[src/hgpc_pkg.sv]
// Shared types and constants for the hexagonal grid point-to-cell picker.
// Used by every module in src; depends on nothing else.
package hgpc_pkg;

  localparam int POS_W  = 24;                 // point and edge width, Q15.8
  localparam int STEP_W = 23;                 // step and shift width
  localparam int RAD_W  = 47;                 // squared radius width, Q31.16
  localparam int VIEW_W = 16;                 // view direction width, Q1.14
  localparam int IDX_W  = 16;                 // output column and row width
  localparam int NUM_W  = POS_W + 1;          // signed numerator of the rough divide
  localparam int REM_W  = STEP_W + 1;         // signed remainder
  localparam int DIV_LAT = NUM_W + 2;         // divider latency
  localparam int OFS_W  = 27;                 // centre offset before the far test
  localparam int NEAR_W = 25;                 // offset once known to be near
  localparam int SQ_W   = 2 * (NEAR_W - 1);   // one squared component
  localparam int PROD_W = NEAR_W + VIEW_W;    // one dot product term
  localparam int DOT_W  = PROD_W + 1;
  localparam int CNT_W  = 3;

  localparam int CFG_IDX_W = 3;
  localparam logic [CFG_IDX_W-1:0] REG_LEFT_EDGE     = 3'd0;
  localparam logic [CFG_IDX_W-1:0] REG_TOP_EDGE      = 3'd1;
  localparam logic [CFG_IDX_W-1:0] REG_COLUMN_STEP   = 3'd2;
  localparam logic [CFG_IDX_W-1:0] REG_ROW_STEP      = 3'd3;
  localparam logic [CFG_IDX_W-1:0] REG_ODD_ROW_SHIFT = 3'd4;
  localparam logic [CFG_IDX_W-1:0] REG_SEARCH_RADIUS = 3'd5;

  localparam logic [STEP_W-1:0] COLUMN_STEP_RESET   = 23'd14190;
  localparam logic [STEP_W-1:0] ROW_STEP_RESET      = 23'd12288;
  localparam logic [STEP_W-1:0] ODD_ROW_SHIFT_RESET = 23'd7094;
  localparam logic [RAD_W-1:0]  SEARCH_RADIUS_RESET = 47'd84934656;

  localparam logic [1:0] STATUS_OK       = 2'd0;
  localparam logic [1:0] STATUS_NONE     = 2'd1;
  localparam logic [1:0] STATUS_OVERFLOW = 2'd2;

  typedef struct packed {
    logic signed [POS_W-1:0]  point_x;
    logic signed [POS_W-1:0]  point_y;
    logic signed [VIEW_W-1:0] view_x;
    logic signed [VIEW_W-1:0] view_y;
  } query_t;

  typedef struct packed {
    logic signed [IDX_W-1:0] cell_column;
    logic signed [IDX_W-1:0] cell_row;
    logic [1:0]              pick_status;
  } result_t;

  typedef struct packed {
    logic [STEP_W-1:0] column_step;
    logic [STEP_W-1:0] row_step;
    logic [STEP_W-1:0] odd_row_shift;
    logic [RAD_W-1:0]  search_radius_squared;
  } grid_cfg_t;

  // Per-item state handed along the row of cells.
  typedef struct packed {
    logic                     valid;
    logic signed [REM_W-1:0]  rem_x;
    logic signed [REM_W-1:0]  rem_y;
    logic [IDX_W-1:0]         rough_col;
    logic [IDX_W-1:0]         rough_row;
    logic signed [VIEW_W-1:0] view_x;
    logic signed [VIEW_W-1:0] view_y;
    logic [CNT_W-1:0]         count;
    logic                     overflow;
    logic signed [DOT_W-1:0]  best_dot;
    logic [IDX_W-1:0]         best_col;
    logic [IDX_W-1:0]         best_row;
  } cell_state_t;

endpackage

[src/hgpc_div.sv]
// Pipelined signed divider, one quotient bit per stage, truncating toward zero.
// Uses hgpc_pkg for widths; gives the low quotient bits and the signed remainder.
module hgpc_div (
  input  logic                               clk,
  input  logic signed [hgpc_pkg::NUM_W-1:0]  num,
  input  logic [hgpc_pkg::STEP_W-1:0]        den,
  output logic [hgpc_pkg::IDX_W-1:0]         quot,
  output logic signed [hgpc_pkg::REM_W-1:0]  rem
);

  localparam int NW = hgpc_pkg::NUM_W;
  localparam int DW = hgpc_pkg::STEP_W;

  logic [DW-1:0] p_rem [0:NW];
  logic [NW-1:0] p_num [0:NW];
  logic [DW-1:0] p_den [0:NW];
  logic          p_neg [0:NW];
  logic [NW-1:0] mag;

  assign mag = num[NW-1] ? NW'(-num) : NW'(num);

  always_ff @(posedge clk) begin
    p_rem[0] <= '0;
    p_num[0] <= mag;
    p_den[0] <= den;
    p_neg[0] <= num[NW-1];
  end

  for (genvar i = 0; i < NW; i++) begin : g_stage
    logic [DW:0] trial;
    logic        take;
    assign trial = {p_rem[i], p_num[i][NW-1]};
    assign take  = trial >= {1'b0, p_den[i]};
    always_ff @(posedge clk) begin
      p_rem[i+1] <= take ? DW'(trial - {1'b0, p_den[i]}) : DW'(trial);
      p_num[i+1] <= {p_num[i][NW-2:0], take};
      p_den[i+1] <= p_den[i];
      p_neg[i+1] <= p_neg[i];
    end
  end

  // Quotient and remainder take the sign of the numerator.
  always_ff @(posedge clk) begin
    quot <= p_neg[NW] ? hgpc_pkg::IDX_W'(-p_num[NW]) : hgpc_pkg::IDX_W'(p_num[NW]);
    rem  <= p_neg[NW] ? -$signed({1'b0, p_rem[NW]}) : $signed({1'b0, p_rem[NW]});
  end

endmodule

[config.mk]
export PLATFORM = sky130hd
export DESIGN_NAME = hgpc_div
export DESIGN_NICKNAME = d
export VERILOG_FILES = /design/src/hgpc_pkg.sv /design/src/hgpc_div.sv
export SDC_FILE = /design/constraint.sdc
export NUM_CORES = 2
export LEC_CHECK = 0
export ABC_AREA = 1
export BUFFER_PORTS_ARGS = -buffer_cell sky130_fd_sc_hd__buf_2
export CELL_PAD_IN_SITES_DETAIL_PLACEMENT = 0
export CELL_PAD_IN_SITES_GLOBAL_PLACEMENT = 1
export CORE_ASPECT_RATIO = 0.6
export CORE_UTILIZATION = 47
export CTS_CLUSTER_DIAMETER = 30
export DETAILED_ROUTE_END_ITERATION = 8
export PLACE_DENSITY_LB_ADDON = 0.1
export SYNTH_ARGS = -nofsm -noshare
export SYNTH_HDL_FRONTEND = slang
export SYNTH_SLANG_ARGS = --single-unit
export TNS_END_PERCENT = 1
[constraint.sdc]
create_clock -name clk -period 2.75 [get_ports clk]
set_clock_uncertainty 0.15 [all_clocks]
set_input_delay 0.55 -clock clk [delete_from_list [all_inputs] [get_ports clk]]
set_output_delay 0.55 -clock clk [all_outputs]
set_load 0.01 [all_outputs]
* Word-level counts from Yosys, hierarchy flattened
Memories as Yosys holds them, arrays and structs flattened.
Cells that the tools add are included.
** Word-level totals
- Register bits :: 40
- Bits of input ports :: 49
- Logic and storage cells :: 88
- Memories :: 4
- Memory bits (writable) :: 1872
- Output and inout port bits :: 40
** Cells by class
- Magnitude comparators :: 25
- Multiplexer cells :: 28
- Add/sub/neg operators :: 28
** Memories
- p_num :: depth 26, bits a word 25, rd ports 26, clocked after Yosys merged registers in 0, wr ports 26, line hgpc_div.sv:15 : logic [NW-1:0] p_num [0:NW];
- p_den :: depth 26, bits a word 23, rd ports 25, clocked after Yosys merged registers in 0, wr ports 26, line hgpc_div.sv:16 : logic [DW-1:0] p_den [0:NW];
- p_rem :: depth 26, bits a word 23, rd ports 26, clocked after Yosys merged registers in 0, wr ports 26, line hgpc_div.sv:14 : logic [DW-1:0] p_rem [0:NW];
- p_neg :: depth 26, bits a word 1, rd ports 26, clocked after Yosys merged registers in 0, wr ports 26, line hgpc_div.sv:17 : logic p_neg [0:NW];
** Operator list (count)
- >= comparator 24 x 23 -> 1 bit :: 25
- two-way mux 23 bit :: 26
- subtractor 23 bit :: 25
- two-way mux 25 bit :: 1
- negation 25 bit :: 1
- negation 23 -> 24 bit :: 1
- two-way mux 16 bit :: 1
- negation 16 bit :: 1

* Logic depth before layout (Yosys ltp)
- Word-level depth :: 2
- Gate-level depth with buffers :: 14
- Mapped depth without buffers :: 14

* Worst setup path after synthesis
No wires, ideal clock.
- Kind :: flip-flop to flip-flop
- From :: memory p_num[0][349] (netlist name)
- To :: memory p_rem[0][341] (netlist name)
- Setup time :: 0.113 ns
- Required time :: 2.487 ns
- Arrival :: 1.771 ns
- Clock period less this slack :: 2.035 ns
- Stages on the path, launching flop included :: 13
- Slack :: 0.715 ns
- Buffers on the path :: 1
- Path through :: dfxtp_1 > inv_1 > ha_1 > fa_1 > inv_1 > nand2_1 > nand2_1 > nand3_1 > nand2_2 > nand2_1 > clkbuf_1 > nand4_1 > nand2_1
** RTL lines (line)
- start: declaration :: hgpc_div.sv:15
- end: declaration :: hgpc_div.sv:14

==> summary.md <==
| Metric | Value |
|---|---|
| Area enclosed by the die boundary | 0.186 mm2 |
| Combinational group share of total power | 28.3% |
| Clock Sinks | 1677 |
| Number of max-cap violations | 0 |
| Initial Utilization | 47.5% |
| Crit Path Class | reg2reg |
| Routed Wire Length | 295000 um |
| Share of power burned in registers | 33.1% |
| Number of synthesized register bits | 1677 |
| CTS buffer count | 276 |
| Proportion of synthesized chip area in sequential cells | 38.8% |
| Count of cell types in the netlist | 35 |
| Final antenna-violating net count | 0 |
| Initial antenna violation count | 24 |
| Worst vdd ir | 0.580 mV |
| Cell-by-cell trace of the critical path | inv_1 -> ha_1 -> nand2_1 -> inv_1 -> nand2_1 -> nand2_1 -> a21oi_1 -> nand4_4 -> buf_12 -> o21ai_1 -> buf_4 |
| Final worst slack | 0.0154 ns |
| Power dissipated by switching net loads | 33.9 mW |
| Critical path buffers and inverters | 4 |
| Busiest grt layer | met1 |
| Vias per cell | 5.00 |
| R2R cell count | 11 |
| Pre-CTS setup slack | -0.0401 ns |
| Worst-margin pin slew | 0.619 ns |
| Kind of end point of the critical path | flip-flop |
| Clk_lat worst skew | 0.83 ns |
| Static leakage power | 55.9 nW |
| Number of placed instances with taps included | 15400 |
| Largest delay share family, worst path | compound AO/OA/AOI/OAI gates |
| H-Tree Depth | 5 |
| GRT Total Usage | 31.1% |
| Startpoint of the most critical hold path | p_num[1][78]$_DFF_P_ |
| Crit Reg-Reg Startpoint | p_den[0][157]$_DFF_P_ |
| Maximum buffer depth of the clock tree | 4 |
| Register-to-register setup slack | 0.02 ns |
| Leading cell type in the layout, fill and taps excluded | nand2_1 |
| DP Wirelength | 241000 um |
| Share of the clock period used by the worst path | 99.4% |
| Synth warn | 0 |
| Hold Vio Cnt, Final | 0 |
| Number of max-slew violations in the final report | 0 |
| Width of the chip | 556 um |
| Global-route wire length before repair | 442000 um |
| Status | finished, final reports clean |
| Met2 layer usage reported by global route | 37.4% |
| Worst hold-check path type | reg2reg |
| Met1 track utilization from global routing | 52.7% |
| Maximum fanout along the worst path | 26 |
| Largest net degree at the start of global routing | 37 |
| Drt pass-1 iters | 6 |
| Area occupied by registers | 0.0336 mm2 |
| Power Dens Cells | 916 mW/mm2 |
| Final GP Congestion | 0.956 |
| Arrival time of the worst setup path | 3.35 ns |
| Remaining global-route overflow | 0 |
| DRC | 0 |
| NumNets Final | 13900 |
| Site Rows | 121 |
| CTS clk-pin slew, worst paths | 0.07 ns |
| Share of power burned in the clock network | 38.6% |
| Footprint of the multi-input gates | 0.0414 mm2 |
| Number of global-route vias before repair | 72600 |
| WHS Endpoint | p_num[1][104]$_DFF_P_ |
| Delay contributed by the slowest stage of the critical path | 0.51 ns |
| Floorplan Core Area | 0.182 mm2 |
| Setup violations, final | 0 |
| Most used cell along the critical path | nand2_1 |
| Post-Synthesis Cell Area | 0.0866 mm2 |
| Chip height | 335 um |
| Maximum operating frequency | 0.366 GHz |
| Hold Crit Depth | 0 |
| Detailed-route via count | 79500 |
| DR iter-0 viols | 8285 |
| Clock tree root driver cell | clkbuf_16 |
| Relative slew margins | 58.3% |
| Cell Int Power | 58.6 mW |
| Fraction of final layout cells sized beyond drive strength 1 | 6.86% |
| Required time reported for the critical path endpoint | 3.37 ns |
| Total I/O pin count | 89 |
| Worst Hold Margin | 0.149 ns |
| Input/output buffers | 88 |
| FILL cells | 17900 |
| RSZ-0062 raised after global routing | yes |
| Min cycle time layout | 2.73 ns |
| Wire length per cell | 18.5 um |
| Finished Layout Cells | 15900 |
| TritonCTS clock tree | yes |
| Cell at the slowest stage of the critical path | dfxtp_1 |
| Met3 capacity usage during global routing | 7.81% |
| Capturing point of the worst reg2reg path | p_rem[0][169]$_DFF_P_ |
| Synth Net Count | 13400 |
| Startpoint kind of the worst setup timing path | flip-flop |
| Area growth from synthesis to layout | 16.6% |
| Switch share | 36.6% |
| Commonest cells after routing, fill and taps aside | 4371 x nand2_1, 2802 x inv_1, 1668 x dfxtp_1, 789 x nor2_1, 729 x nand3_1 |
| Syn_area_per_cell | 6.79 um2 |
| Crit path depth | 11 |
| Instance count of the mapped netlist | 12800 |
==> stage by stage <==
step / utilization (%) / power (mW) / cell area, um2 / setup TNS (ns)
after floorplan: - / 48.3 / 86600 / 0
final: 55.4 / 92.5 / 101000 / 0
after detailed placement: 49.8 / 56.4 / 90700 / -0.0401
after global placement: 49.8 / 56.3 / 90700 / -0.0714
after CTS: 55.4 / 92.4 / 101000 / 0
after global routing: 55.4 / 97.7 / 101000 / -0.0889
==> cells in the mapped netlist <==
master,n,area (um2)
fa_1,24,480
buf_2,22,110
o21ai_1,231,1160
nor2_1,792,2970
dfxtp_1,1677,33600
nand4_1,402,2510
inv_1,2802,10500
o21ai_0,80,400
ha_1,557,6970
buf_6,73,822
nand2_2,56,350
a21oi_2,1,8.76
nor3_1,64,320
nor3_2,1,10.0
buf_4,2,15.0
o31ai_2,1,12.5
o31ai_1,2,15.0
nor2_2,16,100
o21bai_1,1,7.51
inv_2,1,3.75
xor2_1,237,2080
nand3b_1,140,1050
clkbuf_1,36,135
buf_1,18,67.6
nand4_4,24,510
o21a_1,1,7.51
nand2_1,4378,16400
xnor2_1,40,350
and2_1,52,325
or2_0,15,93.8
nor4_1,3,18.8
nor2_4,21,236
a21oi_1,250,1250
or2_2,9,56.3
nand3_1,729,3650
==> cell families after synthesis <==
family                   synth area share [%]
flip-flops                               38.8
buffers and inverters                    13.5
AO/OA/AOI/OAI                            3.30
XOR/XNOR                                 2.80
AND/OR/NAND/NOR                          33.1
adder cells (fa/ha/maj)                  8.60
==> metal layers <==
layer	wire length, um	part of all wire, %
met5	25	0.0085
met1	160000	54
met4	4390	1.5
met2	98500	33
met3	32100	11
==> flip-flops by register name, indices dropped and copies added (netlist names) <==
| signal | flops |
|---|---|
| quot | 16 |
| p_neg | 26 |
| p_rem | 575 |
| p_den | 575 |
| p_num | 461 |
| rem | 24 |
==> power groups by stage <==
stage               clock network, mW  registers (mW)  logic [mW]
CTS                              36.2            30.5        25.7
detailed placement                  0            31.0        25.5
global route                     37.3            30.8        29.6
global placement                    0            31.0        25.3
finish                           35.7            30.6        26.2
floorplan                           0            29.4        18.9
==> timing repair <==
item	CTS	global route
cloned	0	1
endpoints found under the setup margin	4	92
hold endpoints to repair	49	0
resized for setup	2	32
setup buffers	0	0
hold buffers	53	0
==> worst max-delay path by stage <==
stage / to / start / slack [ns]
after floorplan: p_rem[0][341]$_DFF_P_ / p_num[0][349]$_DFF_P_ / 0.72
final: p_rem[0][169]$_DFF_P_ / p_den[0][157]$_DFF_P_ / 0.02
after global routing: p_rem[1][166]$_DFF_P_ / p_den[1][148]$_DFF_P_ / -0.03
after global placement: p_rem[0][169]$_DFF_P_ / p_den[0][155]$_DFF_P_ / -0.06
after detailed placement: p_rem[0][169]$_DFF_P_ / p_den[0][155]$_DFF_P_ / -0.04
after CTS: p_rem[1][203]$_DFF_P_ / p_num[1][199]$_DFF_P_ / 0.02
==> cell type report <==
cell class                      count  share of cell area [%]
Clock buffer                      305                    7.18
Multi-Input combinational cell   8128                    41.0
Timing Repair Buffer              343                    2.71
Inverter                         2803                    10.4
Tap cell                         2460                    3.05
Clock inverter                    186                    2.39
Antenna cell                        4                 0.00991
Sequential cell                  1677                    33.2
No activity file was read; power rests on OpenSTA's default activity.
